<file path="config.mk">
export PLATFORM = sky130hd
export DESIGN_NAME = cpds_queue
export DESIGN_NICKNAME = d
export VERILOG_FILES = /design/src/rtl/core/cpds_pkg.sv /design/src/rtl/core/cpds_queue.sv
export SDC_FILE = /design/constraint.sdc
export NUM_CORES = 1
export LEC_CHECK = 0
export ABC_AREA = 1
export BUFFER_PORTS_ARGS = -buffer_cell sky130_fd_sc_hd__buf_2
export CAP_MARGIN = 10
export CORE_UTILIZATION = 52
export DETAILED_ROUTE_END_ITERATION = 10
export PLACE_DENSITY = 0.79
export SLEW_MARGIN = 10
export SYNTH_ARGS = -nofsm -noshare
export SYNTH_HDL_FRONTEND = slang
export SYNTH_SLANG_ARGS = --single-unit
</file>
<file path="constraint.sdc">
create_clock -name clk -period 7.75 [get_ports clk]
set_clock_uncertainty 0.05 [all_clocks]
set_input_delay 0.775 -clock clk [delete_from_list [all_inputs] [get_ports clk]]
set_output_delay 0.775 -clock clk [all_outputs]
set_load 0.1 [all_outputs]
</file>
<file path="src/rtl/core/cpds_pkg.sv">
package cpds_pkg;

    // Coordinate format and field widths.
    localparam int COORD_BITS   = 20;
    localparam int AXES         = 3;
    localparam int POINTS       = 2;
    localparam int IDENT_W      = 32;
    localparam int OUT_W        = 21;
    localparam int BEST_W       = 43;

    // Magnitude of a per-axis difference fits in COORD_BITS bits.
    localparam int ABS_W        = COORD_BITS;
    localparam int PROD_W       = 2 * ABS_W;
    localparam int SQ_W         = PROD_W + 2;
    localparam int CMP_W        = (SQ_W > BEST_W) ? SQ_W : BEST_W;

    // Default distance of 9999 cm in 1/16 cm steps, and its square.
    localparam int     DEFAULT_CM   = 9999;
    localparam int     STEPS_PER_CM = 16;
    localparam longint DEFAULT_DIST = longint'(DEFAULT_CM) * longint'(STEPS_PER_CM);
    localparam logic [BEST_W-1:0] DEFAULT_SQ = BEST_W'(DEFAULT_DIST * DEFAULT_DIST);

    // Square root unit: two radicand bits per step.
    localparam int ROOT_STEPS = (BEST_W + 1) / 2;
    localparam int ROOT_IN_W  = 2 * ROOT_STEPS;
    localparam int ROOT_W     = ROOT_STEPS;
    localparam int REM_W      = ROOT_W + 2;
    localparam int STEP_W     = $clog2(ROOT_STEPS);

    // Decoupling queue between front and back.
    localparam int QUEUE_DEPTH = 2;
    localparam int QPTR_W      = $clog2(QUEUE_DEPTH);
    localparam int QCNT_W      = $clog2(QUEUE_DEPTH + 1);

    // Configuration port.
    localparam int CFG_IDX_W  = 2;
    localparam int CFG_DATA_W = IDENT_W;

    typedef enum logic [CFG_IDX_W-1:0] {
        CFG_END_X = 2'd0,
        CFG_END_Y = 2'd1,
        CFG_END_Z = 2'd2,
        CFG_IDENT = 2'd3
    } cfg_index_t;

    typedef enum logic [1:0] {
        ROOT_IDLE,
        ROOT_RUN,
        ROOT_HOLD
    } root_state_t;

    // Reference settings held in the configuration registers.
    typedef struct packed {
        logic [AXES-1:0][COORD_BITS-1:0] end_pt;
        logic [IDENT_W-1:0]              ident;
    } ref_cfg_t;

    // One classified candidate: start magnitudes first, then end magnitudes.
    typedef struct packed {
        logic                               skip;
        logic                               last;
        logic [POINTS*AXES-1:0][ABS_W-1:0]  mag;
    } cand_entry_t;

    // Request from the back end to the root unit.
    typedef struct packed {
        logic              valid;
        logic              counted;
        logic [BEST_W-1:0] value;
    } root_req_t;

    // Magnitude of the difference of two signed coordinates.
    function automatic logic [ABS_W-1:0] abs_diff(input logic [COORD_BITS-1:0] a,
                                                  input logic [COORD_BITS-1:0] b);
        logic [COORD_BITS:0] d;
        logic [COORD_BITS:0] n;
        d = {a[COORD_BITS-1], a} - {b[COORD_BITS-1], b};
        n = -d;
        return d[COORD_BITS] ? n[ABS_W-1:0] : d[ABS_W-1:0];
    endfunction

endpackage

</file>
<file path="src/rtl/core/cpds_queue.sv">
module cpds_queue (
    input  logic                  clk,
    input  logic                  rst_n,
    input  logic                  push,
    input  cpds_pkg::cand_entry_t push_data,
    output logic                  full,
    input  logic                  pop,
    output cpds_pkg::cand_entry_t pop_data,
    output logic                  not_empty
);
    import cpds_pkg::*;

    cand_entry_t       entry_reg [QUEUE_DEPTH];
    logic [QPTR_W-1:0] wr_ptr_reg, wr_ptr_next;
    logic [QPTR_W-1:0] rd_ptr_reg, rd_ptr_next;
    logic [QCNT_W-1:0] count_reg, count_next;

    assign full      = (count_reg == QCNT_W'(QUEUE_DEPTH));
    assign not_empty = (count_reg != '0);
    assign pop_data  = entry_reg[rd_ptr_reg];

    // Pointer and fill count update.
    always_comb
    begin
        wr_ptr_next = wr_ptr_reg;
        rd_ptr_next = rd_ptr_reg;
        count_next  = count_reg;
        if (push)
        begin
            wr_ptr_next = (wr_ptr_reg == QPTR_W'(QUEUE_DEPTH - 1)) ? '0 : wr_ptr_reg + 1'b1;
        end
        if (pop)
        begin
            rd_ptr_next = (rd_ptr_reg == QPTR_W'(QUEUE_DEPTH - 1)) ? '0 : rd_ptr_reg + 1'b1;
        end
        if (push && !pop)
        begin
            count_next = count_reg + 1'b1;
        end
        else if (pop && !push)
        begin
            count_next = count_reg - 1'b1;
        end
    end

    always_ff @(posedge clk or negedge rst_n)
    begin
        if (!rst_n)
        begin
            wr_ptr_reg <= '0;
            rd_ptr_reg <= '0;
            count_reg  <= '0;
        end
        else
        begin
            wr_ptr_reg <= wr_ptr_next;
            rd_ptr_reg <= rd_ptr_next;
            count_reg  <= count_next;
        end
    end

    // Entry storage.
    always_ff @(posedge clk)
    begin
        if (push)
        begin
            entry_reg[wr_ptr_reg] <= push_data;
        end
    end

endmodule

</file>
==> flow_metrics.tcl <==
set metrics [dict create \
    final_util 0.668 \
    core_um2 17400 \
    drv_cap 0 \
    wl_per_cell_um 18.4 \
    drtAntennaViolNets 0 \
    finalHoldViolCount 0 \
    gp_congestion 0.731 \
    final_common_cell "buf_2" \
    reg2reg_slack_ps 5340 \
    hp-class "in2async" \
    critPathLaunchType "flip-flop" \
    first_pass_iters 4 \
    vias 4668 \
    worstPathArrival_ps 3240 \
    final_cell_mix "buf_2, edfxtp_1, mux2_4" \
    yosysSeqAreaShare 0.799 \
    yosysUniqueCellTypes 15 \
    path_class "reg2out" \
    grt_max_degree 73 \
    cts_buffers 25 \
    synth_warnings 0 \
    cts_hold_buf 0 \
    rows 48 \
    gr-max-usage-layer "met2" \
    fin_hold_ws_ps 25.5 \
    crit_chain "buf_4 -> mux2_4 -> buf_2" \
    cts_setup_buffers 0 \
    max_slew.worst_pin.slew_ps 1170 \
    crit_path_top_delay_cell "dfrtp_4" \
    via_per_inst 5.10 \
    synth.area.top_cells "edfxtp_1, mux2_4, mux2_2, dfrtp_1, buf_6" \
    track_usage 0.177 \
    cts.clk_slew.worst_paths_ps 60 \
    cts_buffer_depth 3 \
    use_met1 0.206 \
    finalCritPeriodShare 0.525 \
    r2r_end "entry_reg[1][35]" \
    synth_top_area_share 0.788 \
    multi_input_comb_area_um2 1720 \
    drtIter0Drc 225 \
    fp.dieW_um 136 \
    synth_top_cell_by_area "edfxtp_1" \
    clkLatencyLatePin_ps 490 \
    place_ws_ps 4080 \
    finalSetupViolations 0 \
    nets 798 \
    largest_reg_flops 244 \
    initial_core_util 0.536 \
    io_pins 250 \
    slew_headroom 0.218 \
    global_route.usage.met3 0.0449 \
    path_max_fanout 72 \
    max_freq_mhz 246 \
    cts_resized 0 \
    avgSynthCellArea_um2 23.0 \
    ctsRootBufferMaster "clkbuf_16" \
    drive_above_1_share 0.601 \
    setup_tns_ps 0 \
    antenna_found_initial 3 \
    max_stage_delay_ps 1130 \
    dp_hpwl_um 10900 \
    cts_tree "done" \
    die-area_um2 18400 \
    setup_slack_ps 3680 \
    port-buffer-count 249 \
    rsz0062_at_grt "false" \
    r2r-start "wr_ptr_reg" \
    die_h_um 136 \
    run_status "finished, final reports clean" \
    worstPathRequired_ps 6920 \
    grt_pass1_wl_um 24700 \
    clock-sinks 248 \
    grt_overflow 0 \
    met2_usage 0.319 \
    ys_seq_elements 248 \
    grt_pass1_vias 4868 \
    area_growth_pct 24.6 \
    fillerInstances 1160 \
    seq_area_um2 7430 \
    fin_crit_ps 4070 \
    h-tree-depth 1 \
    worstSetupEndpointType "output pin" \
    drc 0 \
    rr_worst_depth 3 \
    synth_area_um2 9300 \
    netlist_instances 405 \
    wl_um 16800 \
    slew_viol_final 0 \
    syn-num-nets 532 \
]
## stage by stage
stage	cells	area, um^2
5_1_grt	915	11600
3_5_place_dp	869	10700
6_report	915	11600
3_3_place_gp	869	10700
2_1_floorplan	405	9300
4_1_cts	914	11600
## how the worst max path moves through the flow
stage          startpoint         endpoint  slack [ps]  cells past startpoint
2_1_floorplan        push  entry_reg[0][0]        1170                      2
3_3_place_gp   rd_ptr_reg    pop_data[112]        4130                      3
3_5_place_dp   rd_ptr_reg    pop_data[112]        4080                      3
4_1_cts        rd_ptr_reg    pop_data[112]        3530                      3
5_1_grt        rd_ptr_reg    pop_data[112]        3430                      3
6_report       rd_ptr_reg     pop_data[41]        3680                      3
## layer usage
| metal | up-vias | share of wire |
|---|---|---|
| li1 | 2134 | - |
| met4 | 4 | 0.018 |
| met3 | 32 | 0.079 |
| met5 | - | 0.0014 |
| met1 | 2304 | 0.39 |
| met2 | 194 | 0.51 |
## final cells by class
| cell class | instances | area share |
|---|---|---|
| clock buffer | 28 | 0.0549 |
| tap | 225 | 0.0243 |
| antenna | 1 | 0.000216 |
| timing repair buffer | 253 | 0.110 |
| inverter | 7 | 0.00248 |
| multi-input combinational | 136 | 0.149 |
| sequential | 248 | 0.641 |
| clock inverter | 17 | 0.0182 |
## cell usage after synthesis (all sizes together)
cell,number
inv,7
ha,1
nand2,6
buf,14
xnor2,1
edfxtp,244
dfrtp,4
xor2,2
nand3,1
nand4,1
nor2,2
mux2,122
## kinds of logic (layout without fill, tap and decap cells)
| family | Yosys count | count (layout) | synth area share |
|---|---|---|---|
| other cells | 0 | 1 | 0 |
| simple gates | 10 | 10 | 0.00444 |
| xor+xnor | 3 | 3 | 0.00283 |
| mux | 122 | 122 | 0.176 |
| flops | 248 | 248 | 0.799 |
| fa+ha+maj | 1 | 1 | 0.00135 |
| buf+inv | 21 | 305 | 0.0168 |
## worst max-delay path: cells and delay by family (launching register included)
kind                   cells  cell delay, ps
buffers and inverters      2            1250
flip-flops                 1            1130
multiplexers               1             310
Power is left out: the tool's default activity adds up to more than one toggle a clock period on the data nets, which glitch-free logic cannot reach.
