File: config.mk
export PLATFORM = sky130hd
export DESIGN_NAME = cpds_front
export DESIGN_NICKNAME = d
export VERILOG_FILES = /design/src/rtl/core/cpds_pkg.sv /design/src/rtl/core/cpds_front.sv
export SDC_FILE = /design/constraint.sdc
export NUM_CORES = 1
export LEC_CHECK = 0
export ABC_AREA = 1
export ABC_CLOCK_PERIOD_IN_PS = 4420
export BUFFER_PORTS_ARGS = -buffer_cell sky130_fd_sc_hd__buf_4
export CORE_UTILIZATION = 25
export DETAILED_ROUTE_END_ITERATION = 12
export GPL_TIMING_DRIVEN = 0
export PLACE_DENSITY = 0.43
export RECOVER_POWER = 50
export SYNTH_ARGS = -nofsm -noshare
export SYNTH_HDL_FRONTEND = slang
export SYNTH_SLANG_ARGS = --single-unit
export TNS_END_PERCENT = 100
File: constraint.sdc
create_clock -name vclk -period 4.42
set_input_delay 0.884 -clock vclk [all_inputs]
set_output_delay 0.884 -clock vclk [all_outputs]
set_load 0.01 [all_outputs]
File: src/rtl/core/cpds_pkg.sv
package cpds_pkg;

    // Coordinate format and field widths.
    localparam int COORD_BITS   = 20;
    localparam int AXES         = 3;
    localparam int POINTS       = 2;
    localparam int IDENT_W      = 32;
    localparam int OUT_W        = 21;
    localparam int BEST_W       = 43;

    // Magnitude of a per-axis difference fits in COORD_BITS bits.
    localparam int ABS_W        = COORD_BITS;
    localparam int PROD_W       = 2 * ABS_W;
    localparam int SQ_W         = PROD_W + 2;
    localparam int CMP_W        = (SQ_W > BEST_W) ? SQ_W : BEST_W;

    // Default distance of 9999 cm in 1/16 cm steps, and its square.
    localparam int     DEFAULT_CM   = 9999;
    localparam int     STEPS_PER_CM = 16;
    localparam longint DEFAULT_DIST = longint'(DEFAULT_CM) * longint'(STEPS_PER_CM);
    localparam logic [BEST_W-1:0] DEFAULT_SQ = BEST_W'(DEFAULT_DIST * DEFAULT_DIST);

    // Square root unit: two radicand bits per step.
    localparam int ROOT_STEPS = (BEST_W + 1) / 2;
    localparam int ROOT_IN_W  = 2 * ROOT_STEPS;
    localparam int ROOT_W     = ROOT_STEPS;
    localparam int REM_W      = ROOT_W + 2;
    localparam int STEP_W     = $clog2(ROOT_STEPS);

    // Decoupling queue between front and back.
    localparam int QUEUE_DEPTH = 2;
    localparam int QPTR_W      = $clog2(QUEUE_DEPTH);
    localparam int QCNT_W      = $clog2(QUEUE_DEPTH + 1);

    // Configuration port.
    localparam int CFG_IDX_W  = 2;
    localparam int CFG_DATA_W = IDENT_W;

    typedef enum logic [CFG_IDX_W-1:0] {
        CFG_END_X = 2'd0,
        CFG_END_Y = 2'd1,
        CFG_END_Z = 2'd2,
        CFG_IDENT = 2'd3
    } cfg_index_t;

    typedef enum logic [1:0] {
        ROOT_IDLE,
        ROOT_RUN,
        ROOT_HOLD
    } root_state_t;

    // Reference settings held in the configuration registers.
    typedef struct packed {
        logic [AXES-1:0][COORD_BITS-1:0] end_pt;
        logic [IDENT_W-1:0]              ident;
    } ref_cfg_t;

    // One classified candidate: start magnitudes first, then end magnitudes.
    typedef struct packed {
        logic                               skip;
        logic                               last;
        logic [POINTS*AXES-1:0][ABS_W-1:0]  mag;
    } cand_entry_t;

    // Request from the back end to the root unit.
    typedef struct packed {
        logic              valid;
        logic              counted;
        logic [BEST_W-1:0] value;
    } root_req_t;

    // Magnitude of the difference of two signed coordinates.
    function automatic logic [ABS_W-1:0] abs_diff(input logic [COORD_BITS-1:0] a,
                                                  input logic [COORD_BITS-1:0] b);
        logic [COORD_BITS:0] d;
        logic [COORD_BITS:0] n;
        d = {a[COORD_BITS-1], a} - {b[COORD_BITS-1], b};
        n = -d;
        return d[COORD_BITS] ? n[ABS_W-1:0] : d[ABS_W-1:0];
    endfunction

endpackage

File: src/rtl/core/cpds_front.sv
module cpds_front (
    input  logic                           in_valid,
    output logic                           in_stall,
    input  logic [cpds_pkg::COORD_BITS-1:0] cand_start_x,
    input  logic [cpds_pkg::COORD_BITS-1:0] cand_start_y,
    input  logic [cpds_pkg::COORD_BITS-1:0] cand_start_z,
    input  logic [cpds_pkg::COORD_BITS-1:0] cand_end_x,
    input  logic [cpds_pkg::COORD_BITS-1:0] cand_end_y,
    input  logic [cpds_pkg::COORD_BITS-1:0] cand_end_z,
    input  logic [cpds_pkg::IDENT_W-1:0]    cand_ident,
    input  logic                           is_last,
    input  cpds_pkg::ref_cfg_t             ref_cfg,
    input  logic                           q_full,
    output logic                           push,
    output cpds_pkg::cand_entry_t          push_data
);
    import cpds_pkg::*;

    logic [AXES-1:0][COORD_BITS-1:0] start_pt;
    logic [AXES-1:0][COORD_BITS-1:0] end_pt;

    assign start_pt = {cand_start_z, cand_start_y, cand_start_x};
    assign end_pt   = {cand_end_z, cand_end_y, cand_end_x};

    // A transaction is taken whenever the queue has room.
    assign in_stall = q_full;
    assign push     = in_valid && !q_full;

    // Classify the candidate and form the per-axis magnitudes.
    always_comb
    begin
        push_data.skip = (cand_ident == ref_cfg.ident);
        push_data.last = is_last;
        for (int a = 0; a < AXES; a++)
        begin
            push_data.mag[a]        = abs_diff(ref_cfg.end_pt[a], start_pt[a]);
            push_data.mag[AXES + a] = abs_diff(ref_cfg.end_pt[a], end_pt[a]);
        end
    end

endmodule

==> key figures <==
Yosys
  • Net Count, Synth: between 2,000 and 3,000
  • Syn avg cell area: between 5 and 6 sq um
  • Share of the synthesized area in the top cell type: between 20% and 30%
  • Area contributors post-synth: nand2_1, inv_1, ha_1
  • Dominant cell type by area after synthesis: nand2_1
  • Mapped Area: 11,800 sq um
  • Top cells by instance count after synthesis: nand2_1, inv_1, nor2_1
  • Yosys warning count: 0
  • Synth unique cells: 42
  • Synth Instances: roughly 2,200
  • Top-count cell post-synth: nand2_1
  • Seq/Total Area, Yosys: 0%

Cells and area
  • Fin cells: roughly 3,200
  • Core Util, Final: ~34%
  • FF/Latch Area: 0 sq um
  • Filler cells: approximately 5,400
  • # clk buffers: 0
  • Footprint of the multi-input gates: between 10,000 and 15,000 sq um
  • Area Overhead vs Synth: 34.4%
  • Nets: just over 3,000
  • Num sequential: 0
  • Fraction of layout cells with a size suffix above 1: between 20% and 30%

Timing
  • Part of the cycle the worst path needs: between 90% and 100%
  • Slew of the pin with the lowest slew margin: 0.545 ns
  • Final min period: 4.29 ns
  • Fin. max-slew vios: 0
  • Final setup viols: 0
  • Final hold violations: 0
  • Max-slew headroom: 63.3%
  • Unrepaired setup endpoints after global routing: true
  • Max frequency: around 230 MHz

Critical path
  • Crit path cell chain: buf_4 > inv_4 > ha_4 > inv_2 > fa_2 > nand3_1 > nand3_2 > nand2_1 > nand2_1 > nand3_2 > nand2_1 > a21oi_4 > o21ai_2 > nand2_2 > a21oi_1 > xnor2_1 > buf_4
  • Top cell by count, worst path: nand2_1
  • CP endpoint kind: output port
  • Setup CP Type: in -> out
  • Crit path required time: around 3.5 ns
  • Crit path DAT: around 3.4 ns
  • CP max FO: 4
  • Delay-heaviest family, CP: simple AND/OR/NAND/NOR gates
  • CP max stage delay: 0.40 ns
  • Slowest cell on the critical path: fa_2
  • WP buf/inv: 4
  • Startpoint type of the worst setup path: input port

Power and ir drop
  • Combinational share of power: 100.0%
  • Clk pwr share: 0%
  • Pint: approximately 0.0013 W
  • Sw power: approximately 0.0019 W
  • Sw Share: 58.1%
  • Sequential share of power: 0%
  • Worst VDD drop: 0.186 mV
  • Leakage: about 9 nW
  • Pwr Density: 203 nW/um^2

Routing
  • DR vias: approximately 15,000
  • Number of DRC markers in iteration 0: slightly above 500
  • Routed WL: 45,000 um
  • DR WL/cell: 13.8 um
  • Drc violations: 0
  • DRT Pass-1 Iters: 5
  • Number of antenna-violating nets in the routed design: 0
  • Avg Vias per Cell: ~4.5

Die
  • Initial Utilization: ~25%
  • Cell Rows: 79
  • # IOs: roughly 370
  • Die Span X: 219 um
  • Chip Height: 219 um
  • Full die area: ~48,000 sq um
  • Core footprint: roughly 46,000 sq um

GRT
  • Initial antenna violation count: 4
  • Total gr overflow: 0
  • First-pass GRT wire length: between 60,000 and 70,000 um
  • Vias in the first global route: 13,600
  • Largest net degree at the start of global routing: 11
  • Overall routing resource usage: between 10% and 20%

Clock tree
  • Hold buffers post-CTS: 0

Placement
  • Final Wtd Congestion: a little under 0.9
  • DP Cell Count: 3,226
  • Hpwl dp: 40,700 um
  • PortBufs: 370

Hold path
  • Min-Delay Path Class: in -> out

Status
  • Status: complete, no violations

Run
  • Max Cap Violations: 0
[power groups by stage]
stage                     Sequential (W)       Clock [W]  Combinational [W]
after floorplan                        0               0            0.00186
after global placement                 0               0            0.00310
after detailed placement               0               0            0.00311
after CTS                              0               0            0.00316
after global routing                   0  0.000000000121            0.00356
final                                  0  0.000000000121            0.00321
[metrics by stage]
| step | instance area (sq um) | setup WS [ns] | setup TNS, ns | total power (W) | hold WS, ns |
|---|---|---|---|---|---|
| after floorplan | 11800 | 0.646 | 0 | 0.00186 | 1.82 |
| after global placement | 15300 | -0.181 | -4.20 | 0.00310 | 1.95 |
| after detailed placement | 15300 | -0.202 | -4.54 | 0.00311 | 1.94 |
| after CTS | 15400 | 0.00737 | 0 | 0.00316 | 1.94 |
| after global routing | 15800 | -0.0755 | -0.466 | 0.00356 | 2.00 |
| final | 15800 | 0.133 | 0 | 0.00321 | 1.98 |
[kinds of logic after synthesis]
family                   count (synthesis)  share of synthesized area (%)
XOR/XNOR                               126                           9.84
AND/OR/NAND/NOR                       1318                           50.2
AO/OA/AOI/OAI                          207                           10.1
adder cells (fa/ha/maj)                132                           14.4
buffers and inverters                  466                           15.4
[final timing paths]
kind / startpoint / to / slack (ns) / cells past startpoint
min: is_last / push_data[120] / 1.98 / 2
max: ref_cfg[32] / push_data[5] / 0.13 / 17
[cell usage in the layout, fill, tap and decap left out, types with 4 or more instances in the layout]
cell	count
and2_1	10
xor2_2	7
fa_2	6
xnor2_1	22
xor2_1	84
o21bai_1	10
nor2_4	14
nand3_4	5
nor4_1	9
a21oi_1	114
nand3_2	22
a21oi_2	8
ha_1	122
nand2_2	45
o21ai_1	8
o21a_1	5
nor2_2	30
nor3_1	10
nand3b_1	37
buf_4	382
clkbuf_1	9
nand3_1	160
nand2_1	744
buf_6	6
diode_2	4
o21ai_2	5
xnor2_2	11
inv_1	434
inv_2	16
nand2_4	6
nor2_1	156
nand4_1	68
o21ai_0	43
[what timing repair did]
item	4_1_cts	5_1_grt
setup buffers	3	15
gates resized for setup	17	78
setup endpoints to repair	67	98
gates cloned	0	1
pin swaps	1	32
[routing by layer]
| metal | GRT usage [%] | part of all wire, % |
|---|---|---|
| met1 | 24.5 | 48 |
| met2 | 30.5 | 46 |
| met3 | 0.845 | 3.3 |
| met4 | 3.63 | 2.1 |
| met5 | 0 | 0 |
[cell type report]
class | count | share of cell area (%)
Multi-Input combinational cell | 1784 | 65.3
Timing Repair Buffer | 388 | 18.3
Inverter | 454 | 10.9
Tap cell | 607 | 4.81
Buffer | 12 | 0.681
Antenna cell | 4 | 0.0634
Power figures use the tool's default switching activity.
