## src/rtl/core/cpds_pkg.sv

```systemverilog
package cpds_pkg;

    // Coordinate format and field widths.
    localparam int COORD_BITS   = 20;
    localparam int AXES         = 3;
    localparam int POINTS       = 2;
    localparam int IDENT_W      = 32;
    localparam int OUT_W        = 21;
    localparam int BEST_W       = 43;

    // Magnitude of a per-axis difference fits in COORD_BITS bits.
    localparam int ABS_W        = COORD_BITS;
    localparam int PROD_W       = 2 * ABS_W;
    localparam int SQ_W         = PROD_W + 2;
    localparam int CMP_W        = (SQ_W > BEST_W) ? SQ_W : BEST_W;

    // Default distance of 9999 cm in 1/16 cm steps, and its square.
    localparam int     DEFAULT_CM   = 9999;
    localparam int     STEPS_PER_CM = 16;
    localparam longint DEFAULT_DIST = longint'(DEFAULT_CM) * longint'(STEPS_PER_CM);
    localparam logic [BEST_W-1:0] DEFAULT_SQ = BEST_W'(DEFAULT_DIST * DEFAULT_DIST);

    // Square root unit: two radicand bits per step.
    localparam int ROOT_STEPS = (BEST_W + 1) / 2;
    localparam int ROOT_IN_W  = 2 * ROOT_STEPS;
    localparam int ROOT_W     = ROOT_STEPS;
    localparam int REM_W      = ROOT_W + 2;
    localparam int STEP_W     = $clog2(ROOT_STEPS);

    // Decoupling queue between front and back.
    localparam int QUEUE_DEPTH = 2;
    localparam int QPTR_W      = $clog2(QUEUE_DEPTH);
    localparam int QCNT_W      = $clog2(QUEUE_DEPTH + 1);

    // Configuration port.
    localparam int CFG_IDX_W  = 2;
    localparam int CFG_DATA_W = IDENT_W;

    typedef enum logic [CFG_IDX_W-1:0] {
        CFG_END_X = 2'd0,
        CFG_END_Y = 2'd1,
        CFG_END_Z = 2'd2,
        CFG_IDENT = 2'd3
    } cfg_index_t;

    typedef enum logic [1:0] {
        ROOT_IDLE,
        ROOT_RUN,
        ROOT_HOLD
    } root_state_t;

    // Reference settings held in the configuration registers.
    typedef struct packed {
        logic [AXES-1:0][COORD_BITS-1:0] end_pt;
        logic [IDENT_W-1:0]              ident;
    } ref_cfg_t;

    // One classified candidate: start magnitudes first, then end magnitudes.
    typedef struct packed {
        logic                               skip;
        logic                               last;
        logic [POINTS*AXES-1:0][ABS_W-1:0]  mag;
    } cand_entry_t;

    // Request from the back end to the root unit.
    typedef struct packed {
        logic              valid;
        logic              counted;
        logic [BEST_W-1:0] value;
    } root_req_t;

    // Magnitude of the difference of two signed coordinates.
    function automatic logic [ABS_W-1:0] abs_diff(input logic [COORD_BITS-1:0] a,
                                                  input logic [COORD_BITS-1:0] b);
        logic [COORD_BITS:0] d;
        logic [COORD_BITS:0] n;
        d = {a[COORD_BITS-1], a} - {b[COORD_BITS-1], b};
        n = -d;
        return d[COORD_BITS] ? n[ABS_W-1:0] : d[ABS_W-1:0];
    endfunction

endpackage

```

## src/rtl/core/cpds_root.sv

```systemverilog
module cpds_root (
    input  logic                           clk,
    input  logic                           rst_n,
    input  cpds_pkg::root_req_t            root_req,
    output logic                           busy,
    output logic                           out_valid,
    input  logic                           out_stall,
    output logic [cpds_pkg::OUT_W-1:0]     min_distance,
    output logic                           any_counted
);
    import cpds_pkg::*;

    root_state_t          state_reg, state_next;
    logic [STEP_W-1:0]    step_reg, step_next;
    logic [ROOT_IN_W-1:0] val_reg, val_next;
    logic [REM_W-1:0]     rem_reg, rem_next;
    logic [ROOT_W-1:0]    root_reg, root_next;
    logic                 counted_reg, counted_next;
    logic [REM_W-1:0]     rem_shift;
    logic [REM_W-1:0]     trial;

    assign busy         = (state_reg != ROOT_IDLE);
    assign out_valid    = (state_reg == ROOT_HOLD);
    assign min_distance = root_reg[OUT_W-1:0];
    assign any_counted  = counted_reg;

    // One restoring step: bring in two radicand bits, try the next root bit.
    assign rem_shift = {rem_reg[REM_W-3:0], val_reg[ROOT_IN_W-1 -: 2]};
    assign trial     = {root_reg, 2'b01};

    always_comb
    begin
        state_next   = state_reg;
        step_next    = step_reg;
        val_next     = val_reg;
        rem_next     = rem_reg;
        root_next    = root_reg;
        counted_next = counted_reg;
        unique case (state_reg)
            ROOT_IDLE:
            begin
                if (root_req.valid)
                begin
                    state_next   = ROOT_RUN;
                    step_next    = STEP_W'(ROOT_STEPS - 1);
                    val_next     = ROOT_IN_W'(root_req.value);
                    rem_next     = '0;
                    root_next    = '0;
                    counted_next = root_req.counted;
                end
            end
            ROOT_RUN:
            begin
                val_next = {val_reg[ROOT_IN_W-3:0], 2'b00};
                if (rem_shift >= trial)
                begin
                    rem_next  = rem_shift - trial;
                    root_next = {root_reg[ROOT_W-2:0], 1'b1};
                end
                else
                begin
                    rem_next  = rem_shift;
                    root_next = {root_reg[ROOT_W-2:0], 1'b0};
                end
                if (step_reg == '0)
                begin
                    state_next = ROOT_HOLD;
                end
                else
                begin
                    step_next = step_reg - 1'b1;
                end
            end
            ROOT_HOLD:
            begin
                if (!out_stall)
                begin
                    state_next = ROOT_IDLE;
                end
            end
            default:
            begin
                state_next = ROOT_IDLE;
            end
        endcase
    end

    always_ff @(posedge clk or negedge rst_n)
    begin
        if (!rst_n)
        begin
            state_reg <= ROOT_IDLE;
            step_reg  <= '0;
        end
        else
        begin
            state_reg <= state_next;
            step_reg  <= step_next;
        end
    end

    // Datapath of the root iteration and the result register.
    always_ff @(posedge clk)
    begin
        val_reg     <= val_next;
        rem_reg     <= rem_next;
        root_reg    <= root_next;
        counted_reg <= counted_next;
    end

`ifndef SYNTH
    // The last step of the iteration leads to the result being shown.
    assert property (@(posedge clk) disable iff (!rst_n)
                     (state_reg == ROOT_RUN && step_reg == '0) |=> (state_reg == ROOT_HOLD))
        else $error("root iteration did not finish on its last step");

    // A result never exceeds the default distance.
    assert property (@(posedge clk) disable iff (!rst_n)
                     out_valid |-> (min_distance <= OUT_W'(DEFAULT_DIST)))
        else $error("result above default distance");
`endif

endmodule

```

## config.mk

```make
export PLATFORM = sky130hd
export DESIGN_NAME = cpds_root
export DESIGN_NICKNAME = d
export VERILOG_FILES = /design/src/rtl/core/cpds_pkg.sv /design/src/rtl/core/cpds_root.sv
export SDC_FILE = /design/constraint.sdc
export NUM_CORES = 1
export LEC_CHECK = 0
export BUFFER_PORTS_ARGS = -buffer_cell sky130_fd_sc_hd__buf_2
export CAP_MARGIN = 15
export CORE_ASPECT_RATIO = 0.8
export CORE_MARGIN = 8
export CORE_UTILIZATION = 51
export DETAILED_ROUTE_END_ITERATION = 10
export PLACE_DENSITY_LB_ADDON = 0.25
export SLEW_MARGIN = 20
export SYNTH_ARGS = -nofsm -noshare
export SYNTH_HDL_FRONTEND = slang
export SYNTH_SLANG_ARGS = --single-unit
```

## constraint.sdc

```tcl
create_clock -name clk -period 8.21 [get_ports clk]
set_input_delay 1.642 -clock clk [delete_from_list [all_inputs] [get_ports clk]]
set_output_delay 1.642 -clock clk [all_outputs]
set_load 0.05 [all_outputs]
```

==> impl_metrics.toml, run 1 <==
[timing]
hold_violations = 0
skew_ps = 8.14
tns_ps = 0
worst_slew_margin_rel_pct = 44.4
max_freq_mhz = 299
tightest_slew_ps = 834
period_share_pct = 40.8
period_needed_ps = 3350
drv_slew = 0
rsz0062_at_grt = "false"
finalSetupViolCount = 0

[global_routing]
grt_pass1_wl_um = 18500
met1_usage_pct = 21.1
grt_usage_pct = 15.9
grt_pass1_vias = 3865
grt_busiest_layer = "met2"
grt_antenna_before_repair = 0
grt_use_met2_pct = 24.4
grt-ovfl-total = 0
grt_use_met3_pct = 4.91
grt_max_degree = 89

[final_layout]
nNetsFinal = 666
largest_register_ffs = 44
drive_above_1_share_pct = 17.9
n_antenna_cell = 0
area_growth_pct = 10.7

[yosys]
yosys.area_share.adder_pct = 6.00
ys_seq_area_share_pct = 52.6
async_flop_share_pct = 7.29
synth_compound_area_share_pct = 9.58
synth_cells = 552
synthSimpleGateAreaFrac_pct = 18.9
synth_top_family_by_area = "simple AND/OR/NAND/NOR gates"
synth.area.mux_share_pct = 2.40
ys.flop_type = "edfxtp_1"
syn-mean-instance-area_um2 = 9.82
ys_seq_elements = 96
netlist-cell-type-count = 47
synth-edff-count = 89
synthesis.area_mm2 = 0.00542
synth-xor-area-share_pct = 3.23
syn-num-nets = 626
yosys_warnings = 0

[setup_path]
path_class = "flop to flop"
cp_data_required_time_ps = 8390
end_kind = "flop"
path_common_cell = "o21ai_0"
slowest_stage = "ha_1"
cp_data_arrival_time_ps = 3530
worstPathCellList = "ha_1 > a21oi_1 > o21ai_0 > nand3_1 > a21boi_0 > o21ai_0 > o311ai_4 > buf_4 > nand2_1 > o22ai_1"
crit_fanout = 16
slowest_delay_ps = 520
startpoint_type = "flop"

[clock_tree]
clock_sinks = 96
path_clk_slew_ps = 70
post_cts_buffers = 0
cts_buffers = 9
hold_buffers = 0
clk_latency_ps = 350
cts_tree = "done"
clockRootBuffer = "clkbuf_16"
clockBufferDepth = 2
htreeDepth = 3
cts_resized = 0

[placement]
port_buffers = 71
gp_congestion = 0.885
place_hpwl_um = 7570

[hold_path]
hold_path_class = "flop to flop"

[floorplanning]
core.rowCount = 33
io_pins = 72
chipHeight_um = 108
initial_core_util_pct = 52.7
die_area_mm2 = 0.0142
core_mm2 = 0.0103
die_w_um = 131

[job]
max_cap_viol_count = 0

[routing]
drtIter0Drc = 312
drt-pass1-iter-count = 5
wirelength_um = 10800
drtAntennaViolNets = 0
vias_per_cell = 5.29
wl_per_cell_um = 14.7
drc = 0
vias = 3899

[status]
status = "finished, final reports clean"
## kinds of logic (layout without fill, tap and decap cells)
kind of cell / count (synthesis) / count (layout)
compound gates: 73 / 73
xor+xnor: 20 / 20
fa+ha+maj: 26 / 26
buf+inv: 76 / 121
flops: 96 / 96
mux: 13 / 13
simple gates: 248 / 248
## worst paths after layout
path,startpoint,end,slack (ps),cells after the start
setup / recovery,rem_reg[15],rem_reg[19],4860,10
setup reg to reg,rem_reg[15],rem_reg[19],4860,10
min in group asynchronous,rst_n,state_reg[1],1110,1
hold reg to reg,val_reg[0],val_reg[2],510,2
hold / removal,val_reg[0],val_reg[2],510,2
max in group asynchronous,rst_n,step_reg[4],6930,1
## stage by stage
step	setup WS [ps]	hold WS (ps)	cell area [um2]	instances	utilization, %
CTS	4890	518	5970	736	58.1
global route	4680	525	6000	737	58.4
finish	4860	511	6000	737	58.4
detailed placement	4920	498	5700	720	55.4
global placement	5000	488	5700	720	55.4
floorplan	4120	472	5420	552	-
## cells in the mapped netlist (3+ instances only)
| cell | instances | area, um2 |
|---|---|---|
| nand3_1 | 6 | 30.0 |
| nand4_1 | 7 | 43.8 |
| and2_1 | 3 | 18.8 |
| nor3_1 | 8 | 40.0 |
| nor2_1 | 53 | 199 |
| o211ai_1 | 3 | 22.5 |
| dfrtp_1 | 7 | 175 |
| a211oi_2 | 4 | 50.1 |
| buf_6 | 3 | 33.8 |
| o22ai_1 | 4 | 25.0 |
| a41oi_1 | 4 | 35.0 |
| inv_1 | 31 | 116 |
| xnor2_1 | 13 | 114 |
| ha_1 | 26 | 325 |
| edfxtp_1 | 89 | 2670 |
| nor4_1 | 4 | 25.0 |
| o21ai_0 | 12 | 60.1 |
| mux2i_1 | 13 | 130 |
| nand2_1 | 154 | 578 |
| xor2_1 | 7 | 61.3 |
| o21a_1 | 3 | 22.5 |
| clkbuf_1 | 17 | 63.8 |
| nand2b_1 | 3 | 18.8 |
| a31oi_1 | 3 | 18.8 |
| buf_4 | 24 | 180 |
| a21oi_1 | 22 | 110 |
## final cells by class
class / instances / area (um2)
fillers: 891 / 4280
flip-flops and latches: 96 / 2850
multi-input cells: 380 / 2200
repair buffers: 74 / 390
clock buffers: 9 / 225
well taps: 140 / 175
inverters: 31 / 116
clock inverters: 7 / 45.0
## routing by layer
layer  part of all wire [%]  wire, um  vias to the layer above
met5                      0         0                        -
li1                       -         -                     1958
met3                    6.6       718                       12
met1                     47      5110                     1809
met2                     45      4850                      120
met4                    1.2       131                        0
## cells in the final DEF (no fill, tap or decap), types with 4 or more instances in the layout
| master | instances |
|---|---|
| nand2_1 | 153 |
| edfxtp_1 | 89 |
| buf_2 | 71 |
| nor2_1 | 53 |
| inv_1 | 31 |
| ha_1 | 26 |
| a21oi_1 | 22 |
| xnor2_1 | 13 |
| mux2i_1 | 13 |
| o21ai_0 | 12 |
| clkbuf_16 | 9 |
| nor3_1 | 8 |
| nand4_1 | 7 |
| xor2_1 | 7 |
| dfrtp_1 | 7 |
| nand3_1 | 6 |
| a211oi_2 | 4 |
| nor4_1 | 4 |
| a41oi_1 | 4 |
| o22ai_1 | 4 |
## critical path, delay by kind of cell, from the launching register on
| family | cells | cell delay [ps] |
|---|---|---|
| compound gates | 6 | 1470 |
| flops | 1 | 460 |
| fa+ha+maj | 1 | 520 |
| buf+inv | 1 | 400 |
| simple gates | 2 | 320 |
Power of run 1 is left out: the tool's default activity adds up to more than one toggle a clock period on the data nets, which glitch-free logic cannot reach.
==> run 2: changes to the inputs <==
- clock period: 8.21 -> 3.06 ns (I/O delays scaled with it)
==> impl_metrics.toml, run 2 (synthesized netlist as in run 1, its figures left out) <==
[timing]
skew_ps = 8.65
period_share_pct = 92.3
rsz0062_at_grt = "false"
finalSetupViolCount = 0
max_freq_mhz = 354
drv_slew = 0
period_needed_ps = 2830
tns_ps = 0
hold_violations = 0
tightest_slew_ps = 846
worst_slew_margin_rel_pct = 43.6

[final_layout]
largest_register_ffs = 44
final_cell_mix = "153 x nand2_1, 89 x edfxtp_1, 71 x buf_2"
final_common_cell = "nand2_1"
area_growth_pct = 13.4
n_antenna_cell = 0
nNetsFinal = 681
design_area_mm2 = 0.00615
fin_util_pct = 59.8
drive_above_1_share_pct = 20.3

[clock_tree]
clockBufferDepth = 2
path_clk_slew_ps = 70
clock_sinks = 96
cts_buffers = 9
htreeDepth = 3
cts_tree = "done"
clockRootBuffer = "clkbuf_16"
clk_latency_ps = 340
hold_buffers = 0

[setup_path]
path_common_cell = "nor3_1"
timing.reg2reg.setup_slack_ps = 230
timing.rr.start = "root_reg[4]"
cp_data_required_time_ps = 3250
reg2regPathDepth = 11
startpoint_type = "flop"
cp_data_arrival_time_ps = 3010
end_kind = "flop"
path_class = "flop to flop"
worstPathCellList = "inv_1 > ha_1 > buf_4 > a2111oi_1 > nor3_1 > nand2_1 > nor3_1 > or2_2 > a31oi_1 > o311ai_0 > o22ai_1"
slowest_delay_ps = 490
slowest_stage = "a2111oi_1"
crit_fanout = 5
r2r_end = "rem_reg[19]"

[placement]
port_buffers = 71
gp_congestion = 0.869
place_hpwl_um = 7920
place_area_mm2 = 0.00583

[routing]
drtIter0Drc = 261
drc = 0
wirelength_um = 11000
vias = 3916
vias_per_cell = 5.21
drtAntennaViolNets = 0
wl_per_cell_um = 14.6
drt-pass1-iter-count = 4

[floorplanning]
die_area_mm2 = 0.0142
core_mm2 = 0.0103
die_w_um = 131
core.rowCount = 33
io_pins = 72
initial_core_util_pct = 52.7
chipHeight_um = 108

[job]
max_cap_viol_count = 0

[global_routing]
grt_pass1_vias = 4027
grt_antenna_before_repair = 0
grt_usage_pct = 15.9
grt_pass1_wl_um = 18700
grt_max_degree = 84
grt-ovfl-total = 0

[hold_path]
hold_path_class = "primary input to async pin"

[status]
status = "finished, final reports clean"
==> run 2: area by class of cell <==
class                      count  area (um2)
clock buffer                   9         225
sequential                    96        2850
clock inverter                 7        61.3
fill                         893        4140
tap                          140         175
inverter                      31         116
timing repair buffer          89         528
multi-input combinational    380        2190
==> run 2: stage by stage <==
stage | hold slack (ps) | cells | setup WS, ps
floorplan | 316 | 552 | 470
global placement | 452 | 732 | 209
detailed placement | 459 | 732 | 102
CTS | 85.3 | 748 | 77.5
global route | 89.2 | 752 | 67.3
finish | 88.2 | 752 | 235
==> run 2: layer usage <==
metal / share of wire [%] / vias up / track usage [%] / wire length, um
li1: - / 1989 / - / -
met1: 44 / 1827 / 18.9 / 4800
met2: 49 / 87 / 27.1 / 5380
met3: 6.3 / 13 / 5.10 / 697
met4: 1.0 / 0 / 5.05 / 112
met5: 0 / - / 0 / 0
==> run 2: how the worst max path moves through the flow <==
stage / startpoint / endpoint / slack, ps / cells after the start
6_report: root_reg[4] / rem_reg[19] / 230 / 11
3_3_place_gp: rem_reg[2] / rem_reg[4] / 210 / 10
4_1_cts: rem_reg[2] / rem_reg[6] / 80 / 10
5_1_grt: rem_reg[17] / rem_reg[2] / 70 / 10
3_5_place_dp: rem_reg[2] / rem_reg[6] / 100 / 10
2_1_floorplan: rem_reg[3] / rem_reg[10] / 470 / 10
==> run 2: worst max-delay path, delay by kind of cell (launching register included) <==
kind,cells,cell delay [ps]
DFF,1,380
AOI/OAI and AO/OA,4,1100
adders and majority gates,1,250
buffers and inverters,2,260
and+or+nand+nor,4,680
==> run 2: repair_timing <==
action / 4_1_cts / 5_1_grt
buffers inserted: 0 / 4
endpoints found under the setup margin: 0 / 12
resized for setup: 0 / 3
Power of run 2 is left out for the same reason.
==> run 3: changes to the inputs <==
- ABC_AREA: unset -> 1
- PLACE_DENSITY: unset -> 0.79
- PLACE_DENSITY_LB_ADDON: 0.25 -> unset
==> impl_metrics.toml, run 3 <==
[yosys]
synth_top_cell_area_share_pct = 45.9
netlist-cell-type-count = 27
ys_seq_area_share_pct = 48.9
yosys-top-cells-area = "edfxtp_1 46%, nand2_1 19%, inv_1 6.8%"
synth_cells = 747
synth_top_area_cell = "edfxtp_1"
synth-edff-count = 89
async_flop_share_pct = 7.29
synthesis.area_mm2 = 0.00582
ys_seq_elements = 96
yosys_warnings = 0
synth_common_cells = "288 x nand2_1, 106 x inv_1, 93 x nor2_1"
syn-num-nets = 821
ys.flop_type = "edfxtp_1"
syn-mean-instance-area_um2 = 7.79
synth.most_common_cell = "nand2_1"

[timing]
whs_ps = 86.5
worst_slew_margin_rel_pct = 56.1
period_share_pct = 79.1
max_freq_mhz = 413
tightest_slew_ps = 659
tns_ps = 0
worst_slack_ps = 640
skew_ps = 6.69
finalSetupViolCount = 0
drv_slew = 0
rsz0062_at_grt = "false"
hold_violations = 0
period_needed_ps = 2420

[final_layout]
nNetsFinal = 868
n_antenna_cell = 0
final_cell_mix = "287 x nand2_1, 105 x inv_1, 92 x nor2_1"
drive_above_1_share_pct = 12.6
final_common_cell = "nand2_1"
largest_register_ffs = 44
area_growth_pct = 10.8
layout.cells.non_filler = 947

[setup_path]
cp_data_arrival_time_ps = 2510
endpoint = "rem_reg[14]"
cp_data_required_time_ps = 3150
startpoint = "rem_reg[16]"
crit_fanout = 41
r2r_end = "rem_reg[14]"
reg2regPathDepth = 9
startpoint_type = "flop"
path_class = "flop to flop"
timing.rr.start = "rem_reg[16]"
end_kind = "flop"
timing.reg2reg.setup_slack_ps = 640

[placement]
place_hpwl_um = 8790
placed_cells = 931
port_buffers = 71
post-place-ws_ps = 664
gp_congestion = 0.907

[clock_tree]
post_cts_buffers = 0
clockRootBuffer = "clkbuf_16"
cts_buffers = 9
hold_buffers = 0
clock_sinks = 96
htreeDepth = 3
clk_latency_ps = 350
path_clk_slew_ps = 60
cts_tree = "done"
cts_resized = 0
clockBufferDepth = 2

[status]
status = "finished, final reports clean"

[routing]
drc = 0
vias = 4587
vias_per_cell = 4.84
wl_per_cell_um = 12.9
drtAntennaViolNets = 0
drt-pass1-iter-count = 5
drtIter0Drc = 278
wirelength_um = 12200

[hold_path]
hold_path_class = "primary input to async pin"

[global_routing]
grt-ovfl-total = 0
grt_pass1_wl_um = 20500
grt_pass1_vias = 4427
grt_usage_pct = 16.7
grt_max_degree = 68
grt_antenna_before_repair = 0

[floorplanning]
die_w_um = 135
die_area_mm2 = 0.0151
initial_core_util_pct = 51.3
core.rowCount = 35
chipHeight_um = 112
io_pins = 72
core_mm2 = 0.0113

[job]
max_cap_viol_count = 0
run 3: final cells by class:
cell class,count,area (um2)
sequential,96,2850
clock inverter,3,25.0
clock buffer,13,260
tap,148,185
inverter,106,398
timing repair buffer,75,398
fill,1092,4890
multi-input combinational,506,2340
run 3: metal layers:
metal	wire [um]	GRT usage, %
met5	0	0
met1	5830	22.6
met2	5360	25.3
met3	850	5.13
met4	161	4.80
run 3: metrics by stage:
step	cell area (um2)	utilization, %
final	6450	56.9
after global routing	6450	56.9
after CTS	6450	56.9
after detailed placement	6170	54.4
after global placement	6170	54.4
after floorplan	5820	-
run 3: worst max-delay path, stage by stage (launching register included):
cell      delay [ps]
edfxtp_1         450
ha_1             380
nand2_1          120
inv_1             40
nand2_1           60
nand2_1           60
a21oi_1          280
nand3_4          400
o21ai_0          320
nor2_1            60
run 3: cells by family (layout without fill, tap and decap cells):
kind of cell | count (synthesis) | count (layout) | share of synthesized area, %
AND/OR/NAND/NOR | 430 | 430 | 29.4
buffers and inverters | 145 | 197 | 11.2
flip-flops | 96 | 96 | 48.9
AO/OA/AOI/OAI | 42 | 42 | 3.74
adder cells (fa/ha/maj) | 26 | 26 | 5.59
XOR/XNOR | 8 | 8 | 1.20
run 3: how the worst min path moves through the flow:
stage | from | end | cells past startpoint | slack, ps
after global placement | rst_n | state_reg[0] | 1 | 450
final | rst_n | step_reg[0] | 1 | 90
after global routing | rst_n | step_reg[4] | 1 | 80
after CTS | rst_n | step_reg[1] | 1 | 80
after floorplan | rst_n | state_reg[0] | 0 | 320
after detailed placement | rst_n | step_reg[1] | 1 | 450
Power of run 3 is left out for the same reason.
